**src/rtl/wfls_pkg.sv**
```systemverilog
package wfls_pkg;

  localparam int unsigned TimeW  = 48;
  localparam int unsigned ShareW = 25;
  localparam int unsigned DivW   = 50;
  localparam logic [TimeW-1:0] TimeMax = {TimeW{1'b1}};
  localparam logic [ShareW-1:0] OneShare = 25'd16777216;

  typedef enum logic [1:0] {
    CfgInput  = 2'd0,
    CfgOutput = 2'd1,
    CfgWork   = 2'd2
  } cfg_idx_e;

  typedef enum logic [4:0] {
    StIdle,
    StDivH,
    StDivW,
    StDivO,
    StStore,
    StSolveInit,
    StMid,
    StRead,
    StShareGo,
    StShareDiv,
    StShareAcc,
    StDecide,
    StOutRead,
    StOutGo,
    StOutDiv,
    StOutNorm,
    StOutWait,
    StOut
  } state_e;

endpackage

```
**src/rtl/wfls_ram.sv**
```systemverilog
module wfls_ram #(
  parameter int unsigned Width = 8,
  parameter int unsigned Depth = 16
) (
  input  logic                                          clk_i,
  input  logic                                          we_i,
  input  logic [((Depth > 1) ? $clog2(Depth) : 1)-1:0] waddr_i,
  input  logic [Width-1:0]                              wdata_i,
  input  logic [((Depth > 1) ? $clog2(Depth) : 1)-1:0] raddr_i,
  output logic [Width-1:0]                              rdata_o
);

  logic [Width-1:0] mem_q [Depth];

  always_ff @(posedge clk_i) begin
    if (we_i) begin
      mem_q[waddr_i] <= wdata_i;
    end
    rdata_o <= mem_q[raddr_i];
  end

endmodule

```
**src/rtl/wfls_div.sv**
```systemverilog
// Restoring divider, one quotient bit per cycle. Computes
// min(floor(num * 2^sh / den), limit), den == 0 giving limit.
module wfls_div import wfls_pkg::*; (
  input  logic                clk_i,
  input  logic                rst_ni,
  input  logic                start_i,
  input  logic [DivW-1:0]     num_i,
  input  logic [DivW-1:0]     den_i,
  input  logic                frac24_i,
  input  logic [TimeW-1:0]    limit_i,
  output logic                done_o,
  output logic [TimeW-1:0]    quot_o
);

  // Dividend is num shifted left by 32 or 24: at most 82 bits.
  localparam int unsigned NumW = DivW + 32;
  localparam int unsigned CntW = $clog2(NumW + 1);

  logic [NumW-1:0]  num_q, num_d;
  logic [DivW:0]    rem_q, rem_d;
  logic [NumW-1:0]  quo_q, quo_d;
  logic [DivW-1:0]  den_q;
  logic [TimeW-1:0] lim_q;
  logic [CntW-1:0]  cnt_q, cnt_d;
  logic             busy_q, busy_d, done_q, done_d, zero_q;
  logic [DivW:0]    trial;

  always_comb begin
    num_d  = num_q;
    rem_d  = rem_q;
    quo_d  = quo_q;
    cnt_d  = cnt_q;
    busy_d = busy_q;
    done_d = 1'b0;
    trial  = {rem_q[DivW-1:0], num_q[NumW-1]};
    if (start_i) begin
      num_d  = frac24_i ? {8'd0, num_i, 24'd0} : {num_i, 32'd0};
      rem_d  = '0;
      quo_d  = '0;
      cnt_d  = CntW'(NumW);
      busy_d = 1'b1;
    end else if (busy_q) begin
      num_d = {num_q[NumW-2:0], 1'b0};
      if (trial >= {1'b0, den_q}) begin
        rem_d = trial - {1'b0, den_q};
        quo_d = {quo_q[NumW-2:0], 1'b1};
      end else begin
        rem_d = trial;
        quo_d = {quo_q[NumW-2:0], 1'b0};
      end
      cnt_d = cnt_q - 1'b1;
      if (cnt_q == CntW'(1)) begin
        busy_d = 1'b0;
        done_d = 1'b1;
      end
    end
  end

  always_ff @(posedge clk_i or negedge rst_ni) begin
    if (!rst_ni) begin
      busy_q <= 1'b0;
      done_q <= 1'b0;
      cnt_q  <= '0;
    end else begin
      busy_q <= busy_d;
      done_q <= done_d;
      cnt_q  <= cnt_d;
    end
  end

  always_ff @(posedge clk_i) begin
    num_q <= num_d;
    rem_q <= rem_d;
    quo_q <= quo_d;
    if (start_i) begin
      den_q  <= den_i;
      lim_q  <= limit_i;
      zero_q <= (den_i == '0);
    end
  end

  assign done_o = done_q;
  assign quot_o = (zero_q || quo_q > {{(NumW-TimeW){1'b0}}, lim_q}) ? lim_q
                : quo_q[TimeW-1:0];

endmodule

```
**src/rtl/water_filling_load_split.sv**
```systemverilog
// Load: each worker profile takes three serial divisions, after which it is
// stored and the input is ready again. The request that closes a set of N
// workers then runs SEARCH_STEPS bisection passes, one more pass for the share
// sum, and an output pass, stalled by out_ready_i, to emit the normalized shares.
// Reset clears the configuration registers, the set state and the controller;
// the worker memories hold nothing meaningful until written.
module water_filling_load_split import wfls_pkg::*; #(
  parameter int unsigned MAX_WORKERS  = 16,
  parameter int unsigned SEARCH_STEPS = 48
) (
  input  logic              clk_i,
  input  logic              rst_ni,
  input  logic              cfg_we_i,
  input  logic [1:0]        cfg_idx_i,
  input  logic [49:0]       cfg_data_i,
  input  logic              in_valid_i,
  output logic              in_ready_o,
  input  logic [39:0]       link_rate_i,
  input  logic [49:0]       compute_rate_i,
  input  logic [24:0]       share_cap_i,
  input  logic              last_worker_i,
  output logic              out_valid_o,
  input  logic              out_ready_i,
  output logic [3:0]        worker_slot_o,
  output logic [24:0]       share_o,
  output logic [47:0]       finish_time_o,
  output logic              last_share_o
);

  localparam int unsigned AW = (MAX_WORKERS > 1) ? $clog2(MAX_WORKERS) : 1;
  localparam int unsigned NW = $clog2(MAX_WORKERS + 1);
  localparam int unsigned SW = $clog2(SEARCH_STEPS + 1);
  localparam int unsigned SumW = ShareW + NW;

  logic [39:0] in_size_q, out_size_q;
  logic [49:0] work_q;

  always_ff @(posedge clk_i or negedge rst_ni) begin
    if (!rst_ni) begin
      in_size_q  <= '0;
      out_size_q <= '0;
      work_q     <= '0;
    end else if (cfg_we_i) begin
      case (cfg_idx_i)
        CfgInput:  in_size_q  <= cfg_data_i[39:0];
        CfgOutput: out_size_q <= cfg_data_i[39:0];
        CfgWork:   work_q     <= cfg_data_i;
        default: ;
      endcase
    end
  end

  state_e state_q, state_d;
  logic [NW-1:0]     count_q, count_d;
  logic [TimeW-1:0]  least_q, least_d, full_q, full_d;
  logic [TimeW-1:0]  low_q, low_d, high_q, high_d, best_q, best_d, mid_q, mid_d;
  logic [TimeW-1:0]  h_q, h_d, kw_q, kw_d;
  logic [39:0]       link_q;
  logic [49:0]       comp_q;
  logic [24:0]       cap_q;
  logic              last_q;
  logic              final_q, final_d;
  logic [SW-1:0]     step_q, step_d;
  logic [AW-1:0]     idx_q, idx_d;
  logic [SumW-1:0]   sum_q, sum_d;
  logic [ShareW-1:0] alpha_q, alpha_d;

  // Worker memories
  logic              mem_we;
  logic [AW-1:0]     mem_waddr;
  logic [TimeW-1:0]  h_rd, k_rd;
  logic [ShareW-1:0] cap_rd;

  wfls_ram #(.Width(TimeW), .Depth(MAX_WORKERS)) u_start (
    .clk_i, .we_i(mem_we), .waddr_i(mem_waddr), .wdata_i(h_q),
    .raddr_i(idx_q), .rdata_o(h_rd));
  wfls_ram #(.Width(TimeW), .Depth(MAX_WORKERS)) u_cost (
    .clk_i, .we_i(mem_we), .waddr_i(mem_waddr), .wdata_i(kw_q),
    .raddr_i(idx_q), .rdata_o(k_rd));
  wfls_ram #(.Width(ShareW), .Depth(MAX_WORKERS)) u_cap (
    .clk_i, .we_i(mem_we), .waddr_i(mem_waddr), .wdata_i(cap_q),
    .raddr_i(idx_q), .rdata_o(cap_rd));

  function automatic logic [TimeW-1:0] add_sat(logic [TimeW-1:0] a, logic [TimeW-1:0] b);
    logic [TimeW:0] s;
    s = {1'b0, a} + {1'b0, b};
    return s[TimeW] ? TimeMax : s[TimeW-1:0];
  endfunction

  // Divider
  logic             div_start, div_done, div_frac;
  logic [DivW-1:0]  div_num, div_den;
  logic [TimeW-1:0] div_lim, div_q;

  wfls_div u_div (
    .clk_i, .rst_ni, .start_i(div_start), .num_i(div_num), .den_i(div_den),
    .frac24_i(div_frac), .limit_i(div_lim), .done_o(div_done), .quot_o(div_q));

  // The memory read data is valid in the cycle after the address is presented.
  logic [TimeW-1:0] dt, full_time;
  logic             zero_share, sum_hit;
  assign dt         = mid_q - h_rd;
  assign zero_share = (mid_q <= h_rd);
  assign full_time  = add_sat(h_q, kw_q);
  assign sum_hit    = (sum_q >= SumW'(OneShare));

  logic [AW-1:0] last_idx;
  assign last_idx = AW'(count_q - 1'b1);

  // Next state
  always_comb begin
    state_d = state_q;
    case (state_q)
      StIdle:      if (in_valid_i) state_d = StDivH;
      StDivH:      if (div_done) state_d = StDivW;
      StDivW:      if (div_done) state_d = StDivO;
      StDivO:      if (div_done) state_d = StStore;
      StStore:     state_d = last_q ? StSolveInit : StIdle;
      StSolveInit: state_d = (count_q == '0) ? StIdle : StMid;
      StMid:       state_d = StRead;
      StRead:      state_d = StShareGo;
      StShareGo:   state_d = zero_share ? StShareAcc : StShareDiv;
      StShareDiv:  if (div_done) state_d = StShareAcc;
      StShareAcc: begin
        if (idx_q == last_idx) state_d = final_q ? StOutRead : StDecide;
        else state_d = StRead;
      end
      StDecide:    state_d = (step_q == SW'(SEARCH_STEPS - 1)) ? StRead : StMid;
      StOutRead:   state_d = StOutGo;
      StOutGo:     state_d = zero_share ? StOutNorm : StOutDiv;
      StOutDiv:    if (div_done) state_d = StOutNorm;
      StOutNorm:   state_d = (sum_q == '0) ? StOut : StOutWait;
      StOutWait:   if (div_done) state_d = StOut;
      StOut:       if (out_ready_i) state_d = (idx_q == last_idx) ? StIdle : StOutRead;
      default:     state_d = StIdle;
    endcase
  end

  // Datapath control
  always_comb begin
    count_d = count_q; least_d = least_q; full_d = full_q;
    low_d = low_q; high_d = high_q; best_d = best_q; mid_d = mid_q;
    h_d = h_q; kw_d = kw_q; step_d = step_q; idx_d = idx_q;
    sum_d = sum_q; alpha_d = alpha_q; final_d = final_q;
    mem_we = 1'b0; mem_waddr = count_q[AW-1:0];
    div_start = 1'b0; div_num = '0; div_den = '0; div_frac = 1'b0; div_lim = TimeMax;
    case (state_q)
      StIdle: begin
        if (in_valid_i) begin
          div_start = 1'b1;
          div_num   = {10'd0, in_size_q};
          div_den   = {10'd0, link_rate_i};
        end
      end
      StDivH: begin
        if (div_done) begin
          h_d       = div_q;
          div_start = 1'b1;
          div_num   = work_q;
          div_den   = comp_q;
        end
      end
      StDivW: begin
        if (div_done) begin
          kw_d      = div_q;
          div_start = 1'b1;
          div_num   = {10'd0, out_size_q};
          div_den   = {10'd0, link_q};
        end
      end
      StDivO: begin
        if (div_done) kw_d = add_sat(kw_q, div_q);
      end
      StStore: begin
        // Profiles beyond the store are dropped, but a closing one still solves.
        if (count_q < NW'(MAX_WORKERS)) begin
          mem_we  = 1'b1;
          count_d = count_q + 1'b1;
          if (h_q < least_q) least_d = h_q;
          if (full_time > full_q) full_d = full_time;
        end
      end
      StSolveInit: begin
        low_d   = least_q;
        high_d  = add_sat(full_q, full_q);
        best_d  = add_sat(full_q, full_q);
        step_d  = '0;
        final_d = 1'b0;
        if (count_q == '0) begin
          least_d = TimeMax; full_d = '0;
        end
      end
      StMid: begin
        mid_d = low_q + ((high_q - low_q) >> 1);
        idx_d = '0;
        sum_d = '0;
      end
      StShareGo, StOutGo: begin
        if (zero_share) begin
          alpha_d = '0;
        end else begin
          div_start = 1'b1;
          div_num   = {2'b00, dt};
          div_den   = {2'b00, k_rd};
          div_frac  = 1'b1;
          div_lim   = {{(TimeW-ShareW){1'b0}}, cap_rd};
        end
      end
      StShareDiv, StOutDiv: begin
        if (div_done) alpha_d = div_q[ShareW-1:0];
      end
      StShareAcc: begin
        sum_d = sum_q + SumW'(alpha_q);
        if (idx_q == last_idx) idx_d = '0;
        else idx_d = idx_q + 1'b1;
      end
      StDecide: begin
        if (sum_hit) begin
          best_d = mid_q; high_d = mid_q;
        end else begin
          low_d = mid_q;
        end
        step_d = step_q + 1'b1;
        // After the last pass one more sweep sums the shares at the best time.
        if (step_q == SW'(SEARCH_STEPS - 1)) begin
          final_d = 1'b1;
          mid_d   = sum_hit ? mid_q : best_q;
          idx_d   = '0;
          sum_d   = '0;
        end
      end
      StOutNorm: begin
        if (sum_q != '0) begin
          div_start = 1'b1;
          div_num   = {{(DivW-ShareW){1'b0}}, alpha_q};
          div_den   = {{(DivW-SumW){1'b0}}, sum_q};
          div_frac  = 1'b1;
          div_lim   = TimeMax;
        end
      end
      StOutWait: begin
        if (div_done) alpha_d = div_q[ShareW-1:0];
      end
      StOut: begin
        if (out_ready_i) begin
          if (idx_q == last_idx) begin
            count_d = '0; least_d = TimeMax; full_d = '0; idx_d = '0;
          end else begin
            idx_d = idx_q + 1'b1;
          end
        end
      end
      default: ;
    endcase
  end

  always_ff @(posedge clk_i or negedge rst_ni) begin
    if (!rst_ni) begin
      state_q <= StIdle;
      count_q <= '0;
      least_q <= TimeMax;
      full_q  <= '0;
      step_q  <= '0;
      idx_q   <= '0;
      final_q <= 1'b0;
    end else begin
      state_q <= state_d;
      count_q <= count_d;
      least_q <= least_d;
      full_q  <= full_d;
      step_q  <= step_d;
      idx_q   <= idx_d;
      final_q <= final_d;
    end
  end

  always_ff @(posedge clk_i) begin
    low_q <= low_d; high_q <= high_d; best_q <= best_d; mid_q <= mid_d;
    h_q <= h_d; kw_q <= kw_d; sum_q <= sum_d;
    alpha_q <= alpha_d;
    if (state_q == StIdle && in_valid_i) begin
      link_q <= link_rate_i;
      comp_q <= compute_rate_i;
      cap_q  <= share_cap_i;
      last_q <= last_worker_i;
    end
  end

  assign in_ready_o    = (state_q == StIdle);
  assign out_valid_o   = (state_q == StOut);
  assign worker_slot_o = 4'(idx_q);
  assign share_o       = alpha_q;
  assign finish_time_o = best_q;
  assign last_share_o  = (idx_q == last_idx);

endmodule
```
**config.mk**
```make
export PLATFORM = sky130hd
export DESIGN_NAME = water_filling_load_split
export DESIGN_NICKNAME = d
export VERILOG_FILES = /design/src/rtl/wfls_pkg.sv /design/src/rtl/wfls_ram.sv /design/src/rtl/wfls_div.sv /design/src/rtl/water_filling_load_split.sv
export SDC_FILE = /design/constraint.sdc
export NUM_CORES = 2
export LEC_CHECK = 0
export ABC_AREA = 1
export BUFFER_PORTS_ARGS = -buffer_cell sky130_fd_sc_hd__buf_2
export CAP_MARGIN = 20
export CORE_MARGIN = 2
export CORE_UTILIZATION = 60
export DETAILED_ROUTE_END_ITERATION = 10
export HOLD_SLACK_MARGIN = 0.1
export PLACE_DENSITY_LB_ADDON = 0.25
export SYNTH_ARGS = -nofsm -noshare
export SYNTH_HDL_FRONTEND = slang
export SYNTH_SLANG_ARGS = --single-unit
```
**constraint.sdc**
```tcl
create_clock -name clk_i -period 16 [get_ports clk_i]
set_input_delay 0.8 -clock clk_i [delete_from_list [all_inputs] [get_ports clk_i]]
set_output_delay 0.8 -clock clk_i [all_outputs]
set_load 0.05 [all_outputs]
```
# ---- Word-level counts from Yosys, hierarchy flattened
# Memory sizes are Yosys's and may differ from the RTL's. A register that Yosys moved wholly into a read port is not among the register bits.
# Index checks and enable logic that the tools add are counted.
# W data, S select, Z words.
dict set report totals {
  n_memories 3
  output_inout_bits 80
  regBits 1028
  inputBits 173
  ram_bits 1936
  wordCells 230
}
# memory depth word_bits rd rd_ports_with_merged_regs wr line_no
set memory_table {}
lappend memory_table {u_cost.mem_q 16 48 1 1 1 wfls_ram.sv:13} ;# logic [Width-1:0] mem_q [Depth];
lappend memory_table {u_start.mem_q 16 48 1 1 1 wfls_ram.sv:13}
lappend memory_table {u_cap.mem_q 16 25 1 1 1 wfls_ram.sv:13}
dict set report classes {
  add_sub_neg 13
  n_reduce_logical 37
  eq_ne 40
  muxes 97
  order_cmp 7
  bitwise 1
}
# cell count
set op_table {}
lappend op_table {{$mux W48} 23}
lappend op_table {{$pmux W50 S5} 2}
lappend op_table {{$pmux W48 S2} 5}
lappend op_table {{$pmux W48 S3} 2}
lappend op_table {{$mux W82} 3}
lappend op_table {{$mux W40} 4}
lappend op_table {{$mux W50} 3}
lappend op_table {{$add A48 B48 Y49} 3}
lappend op_table {{$sub A48 B48 Y48} 2}
lappend op_table {{$pmux W30 S3} 1}
lappend op_table {{$pmux W5 S18} 1}
lappend op_table {{$gt A82 B48 Y1} 1}
lappend op_table {{$mux W25} 3}
lappend op_table {{$mux W30} 2}
lappend op_table {{$mux W5} 11}
lappend op_table {{$ge A51 B50 Y1} 1}
lappend op_table {{$logic_not A50 Y1} 1}
lappend op_table {{$pmux W25 S2} 1}
lappend op_table {{$sub A50 B50 Y50} 1}
lappend op_table {{$add A48 B47 Y48} 1}
lappend op_table {{$gt A48 B48 Y1} 1}
lappend op_table {{$le A48 B48 Y1} 1}
lappend op_table {{$lt A48 B48 Y1} 1}
lappend op_table {{$eq A5 B4 Y1 const B} 8}
lappend op_table {{other kinds (46)} 113}

# ---- Logic depth before layout (Yosys ltp)
dict set report depth {
  ltp_word 7
  ltp_mapped 36
  mapped_depth_nobuf 35
}

# ---- Cells and area by module
# A second synthesis with hierarchy kept.
dict set report unflattened {
  cells_unflattened 17785
  area_unflattened_um2 156457.6
}
# module cells_per_inst seq_area_each_um2 instances area_each_um2
set by_module_without_submodules {}
lappend by_module_without_submodules {{wfls_ram (u_cost ...)} 3165 24023.0 2 33988.8}
lappend by_module_without_submodules {water_filling_load_split 7371 20024.2 1 52880.7}
lappend by_module_without_submodules {{wfls_ram (u_cap)} 1662 12512.0 1 17852.1}
lappend by_module_without_submodules {wfls_div 2422 7582.3 1 17747.0}

# ---- Worst setup path after synthesis
# No wires, ideal clock.
dict set report synth_path {
  path_kind {register to register}
  start {reg state_q[1]}
  end {mem u_cap.mem_q[10][0] (netlist bit) (enable)}
  t_arrival_ns 6.343
  period_less_slack_ns 6.946
  t_required_ns 15.397
  setup_time_ns 0.603
  stages_incl_launch_ff 8
  path_slack_ns 9.054
  cell_sequence {dfrtp_1 nor2_1 nand2_1 nor2_1 inv_1 nor2_1 nand2_1 nor2_1}
}
dict set report synth_between {
  elab_chain_len 4
}
# item line_no
set synth_lines {}
lappend synth_lines {{start, declared} water_filling_load_split.sv:53} ;# state_e state_q, state_d;
lappend synth_lines {{start signal, assigned} water_filling_load_split.sv:259} ;# state_q <= StIdle;
lappend synth_lines {{start signal, assigned} water_filling_load_split.sv:267} ;# state_q <= state_d;
lappend synth_lines {{$eq A5 B3 Y1} water_filling_load_split.sv:147} ;# case (state_q)
lappend synth_lines {{$mux W1} water_filling_load_split.sv:147}
lappend synth_lines {{$mux W1} wfls_ram.sv:16} ;# if (we_i) begin
lappend synth_lines {{$mux W1 (not written as such)} wfls_ram.sv:17} ;# mem_q[waddr_i] <= wdata_i;
lappend synth_lines {{end, declared} wfls_ram.sv:13}
# No other way between the ends.

# ---- Final worst setup path
dict set report layout_path {
  start {reg u_div.lim_q[46]}
  end {reg kw_q[44] (data pin)}
}
dict set report layout_between {
  elab_chain_len 7
  word_cells_on_any_way 8
  classes_between {1 x add/sub; 1 x order compare; 5 x mux; 1 x reduce/logical}
}
# item line_no
set layout_lines {}
lappend layout_lines {{start, declared} wfls_div.sv:23} ;# logic [TimeW-1:0] lim_q;
lappend layout_lines {{start signal, assigned} wfls_div.sv:77} ;# lim_q <= limit_i;
lappend layout_lines {{$gt A82 B48 Y1} wfls_div.sv:83} ;# assign quot_o = (zero_q || quo_q > {{(NumW-TimeW){1'b0}}, lim_q}) ? lim_q
lappend layout_lines {{$logic_or A1 B1 Y1} wfls_div.sv:83}
lappend layout_lines {{$mux W48} wfls_div.sv:83}
lappend layout_lines {{via div_q[0]} water_filling_load_split.sv:93} ;# logic [TimeW-1:0] div_lim, div_q;
lappend layout_lines {{$add A48 B48 Y49} water_filling_load_split.sv:86} ;# s = {1'b0, a} + {1'b0, b};
lappend layout_lines {{$mux W48} water_filling_load_split.sv:87} ;# return s[TimeW] ? TimeMax : s[TimeW-1:0];
lappend layout_lines {{$mux W48} water_filling_load_split.sv:172} ;# if (div_done) kw_d = add_sat(kw_q, div_q);
lappend layout_lines {{$pmux W48 S2} water_filling_load_split.sv:147}
lappend layout_lines {{via kw_d[44]} water_filling_load_split.sv:57} ;# logic [TimeW-1:0] h_q, h_d, kw_q, kw_d;
lappend layout_lines {{end signal, assigned} water_filling_load_split.sv:279} ;# h_q <= h_d; kw_q <= kw_d; sum_q <= sum_d;
lappend layout_lines {{end, declared} water_filling_load_split.sv:57}
# The timed path passes the listed nets, and every way through them passes these cells. The select of a mux whose other input is x is not followed.
# A chain may end at the register's enable or synchronous reset.

==> parameters.txt <==
Parameter                              Value

Place
  Worst setup timing slack at the placement stage    8830 ps
  Count of buffers from port buffering    252
  Final GP Congestion    1.05
  Half-perimeter wire length after detailed placement    314,000 um

Critical path
  Kind of critical path    reg -> reg
  Critical Path Sink Type    flip-flop
  Worst path most repeated cell    nand2_1
  CP arrival    8090 ps
  Maximum fanout along the worst path    49
  Reg2reg path depth    32
  Largest stage delay, worst path    690 ps
  Standard cell with the maximum stage delay on the critical path    inv_1
  Crit path required time    16,790 ps
  Launching element type of the critical path    flip-flop

Global routing
  Number of global-route vias before repair    104,000
  Maximum number of pins on one net before global-route repair    217
  GRT Util Overall    39.3%
  Wire length of the first global-routing pass    687,000 um
  Number of antenna violations at the first check in global routing    59
  Overflow left after global routing    0

Drt
  Total wire length    477,000 um
  Starting DRC count in detailed routing    15,300
  First-pass iteration count of the detailed router    9
  DRC viols    0
  Mean routed wirelength per cell    28.1 um
  Vias post-DR    110,000
  Number of vias per cell after detailed routing    6.48
  Number of nets still failing antenna checks after routing    0

STA
  Tightest slew margin relative to the limit    12.9%
  Unrepaired setup endpoints after global routing    false
  Final setup violation count    0
  Final period utilization    45.6%
  Clock skew after layout    86.0 ps
  Setup TNS    0 ps
  Upper clock frequency limit    137 MHz
  Worst-margin pin slew    1310 ps
  Max-slew violation count    0
  Fin worst setup slack    8710 ps
  Hold violation total from the final report    0
  Final min period    7290 ps
  Final-layout worst hold slack    138 ps

Yosys
  Share of the synthesized area in the top cell type    54.1%
  Synthesized-area fraction occupied by ao, oa, aoi and oai cells    14.6%
  Most frequently used flop master after synthesis    edfxtp_1
  Warning count from the yosys run    0
  Simple-gate share of the synthesized area    12.8%
  Seq cells post-synth    3,039
  Number of different library cells in the post-synthesis netlist    64
  Adder-cell area share of the yosys netlist    4.23%
  Synthesized Nets    14,000
  Library cell occupying the most area in the post-synthesis netlist    edfxtp_1
  Synthesized instance count    13,400
  Async set or reset register ratio after synthesis    8.42%
  Post-synth EDFFs    2,530
  Main combinational cell family by area after synthesis    compound AO/OA/AOI/OAI gates
  Largest cells by area after synthesis    edfxtp_1 (54%), o21ai_0 (5.9%), nand2_1 (5.2%), nor2_1 (4.6%), ha_1 (4.1%)
  Post-synthesis cell area    140,000 um2
  Xor and xnor fraction of the mapped netlist area    1.22%
  Mean Syn Cell Area    10.5 um2
  Share of cell area taken by muxes after synthesis    0.0873%
  Sequential fraction of the synthesis area    62.3%

Floorplanning
  Die outline width    488 um
  Die Y-Extent    488 um
  IO Pins    253
  Overall die area    238,000 um2
  Initial core utilization    60.4%
  Std cell rows    177
  Core area    233,000 um2

Layout
  Fraction of layout cells with a size suffix above 1    7.85%
  NumNets Final    14,200
  Layout overhead on the synthesized area    11.5%

Clock tree
  Clock root buffer    clkbuf_16
  Clock buffer count from CTS    323
  Clock slew at reported path FFs    60 ps
  CTS tree    built
  Worst skew pair latency    970 ps
  Number of buffers on the longest clock path    4
  Post-CTS resize count    0
  TritonCTS sink count    3,039
  Count of H-tree levels built during CTS    5

Worst hold path
  WHS Path Cells    1
  Hold Path Class    in -> reg

Power
  Pwr/cell area    178 nW/um2
  Static leakage    59.2 nW
  VDD IR-drop max    0.139 mV
  Overall power after layout    28.0 mW

Run status
  Run status    completed

Run
  Reported max-cap violation count    0
==> routing by layer <==
layer	part of all wire (%)	GRT usage, %
met2	44	59.0
met1	39	54.6
met5	0.047	0
met4	4.6	16.8
met3	12	10.0
==> where the power goes <==
part	switching, mW	leakage, nW	internal [mW]
clock	3.10	5.05	4.32
combinational	7.44	26.1	2.73
sequential	0.679	28.1	9.69
total	11.2	59.2	16.7
==> registers in the layout, indices dropped and copies added (netlist names), 48 cells and up <==
| signal | cells |
|---|---|
| u_cap.mem_q | 400 |
| u_start.mem_q | 768 |
| least_q | 48 |
| comp_q | 50 |
| mid_q | 48 |
| h_q | 48 |
| u_div.den_q | 50 |
| u_start.rdata_o | 48 |
| u_cost.rdata_o | 48 |
| high_q | 48 |
| work_q | 50 |
| u_div.quo_q | 82 |
| kw_q | 48 |
| low_q | 48 |
| u_div.rem_q | 50 |
| u_div.num_q | 58 |
| u_cost.mem_q | 768 |
| full_q | 48 |
| finish_time_o | 48 |
==> synthesized netlist by cell type, drive strengths merged, types with 39 or more instances <==
cell and n:
a21o 47, a21oi 598, a22o 39, a22oi 80, a31oi 75, buf 114, clkbuf 517, dfrtp 208
dfstp 48, dfxtp 253, edfxtp 2530, ha 464, inv 1112, nand2 1938, nand3 462, nand4 128
nor2 1725, nor3 59, o211ai 144, o21a 51, o21ai 1700, o221ai 394, o22ai 186, or2 52
xnor2 86, xor2 109
==> placed cells by master, fill, tap and decap left out, drive strengths merged, types with 37 or more instances in the layout <==
master	count
or2	52
a31oi	75
dlygate4sd3	126
clkbuf	423
nand2	1938
nor3	59
a22o	39
inv	1126
o22ai	186
o21bai	37
nor2	1725
edfxtp	2530
a21oi	598
ha	464
nand3	462
nand4	128
o21ai	1700
dfrtp	208
buf	420
o221ai	394
o21a	51
dfstp	48
clkinv	95
a21o	47
xor2	109
a22oi	80
o211ai	144
dfxtp	253
xnor2	86
==> logic make-up (layout without fill, tap and decap cells) <==
kind of cell / Yosys count / count (layout)
compound gates: 3466 / 3466
fa+ha+maj: 471 / 471
simple gates: 4425 / 4425
buf+inv: 1744 / 2233
flops: 3039 / 3039
other cells: 0 / 27
mux: 11 / 11
xor+xnor: 195 / 195
==> final cells by class <==
cell class / count / area [um2]
clock inverters: 151 / 1510
inverters: 1113 / 4220
clock buffers: 423 / 8870
fillers: 17200 / 76100
diodes: 27 / 67.6
multi-input cells: 8568 / 46600
flip-flops and latches: 3039 / 87500
repair buffers: 546 / 3970
well taps: 3132 / 3920
==> what timing repair did <==
action | 4_1_cts | 5_1_grt
endpoints found under the hold margin | 243 | 0
setup buffers | 0 | 0
hold buffers | 126 | 0
==> critical path: cells and delay by family, from the launching register on <==
family | cells | cell delay [ps]
buffers and inverters | 6 | 2180
AND/OR/NAND/NOR | 21 | 3370
flip-flops | 1 | 350
AO/OA/AOI/OAI | 2 | 330
adder cells (fa/ha/maj) | 3 | 850
==> path summary, 6_finish.rpt <==
kind	from	to	slack, ps
setup / recovery	u_div.lim_q[46]$_SDFFCE_PN1P_	kw_q[44]$_DFFE_PP_	8710
hold / removal	share_cap_i[13]	cap_q[13]$_DFFE_PP_	140
setup reg to reg	u_div.lim_q[46]$_SDFFCE_PN1P_	kw_q[44]$_DFFE_PP_	8710
hold reg to reg	u_div.quo_q[51]$_SDFFE_PP0P_	u_div.quo_q[52]$_SDFFE_PP0P_	470
max in group asynchronous	rst_ni	full_q[5]$_DFFE_PN0P_	14040
min in group asynchronous	rst_ni	in_size_q[38]$_DFFE_PN0P_	550
==> per-stage QoR <==
stage / util (%) / instances / cell area [um2]
3_5_place_dp: 62.2 / 16300 / 145000
6_report: 67.3 / 17000 / 157000
3_3_place_gp: 62.2 / 16300 / 145000
2_1_floorplan: - / 13400 / 140000
5_1_grt: 67.3 / 17000 / 157000
4_1_cts: 67.2 / 17000 / 157000
Power figures use the tool's default switching activity.
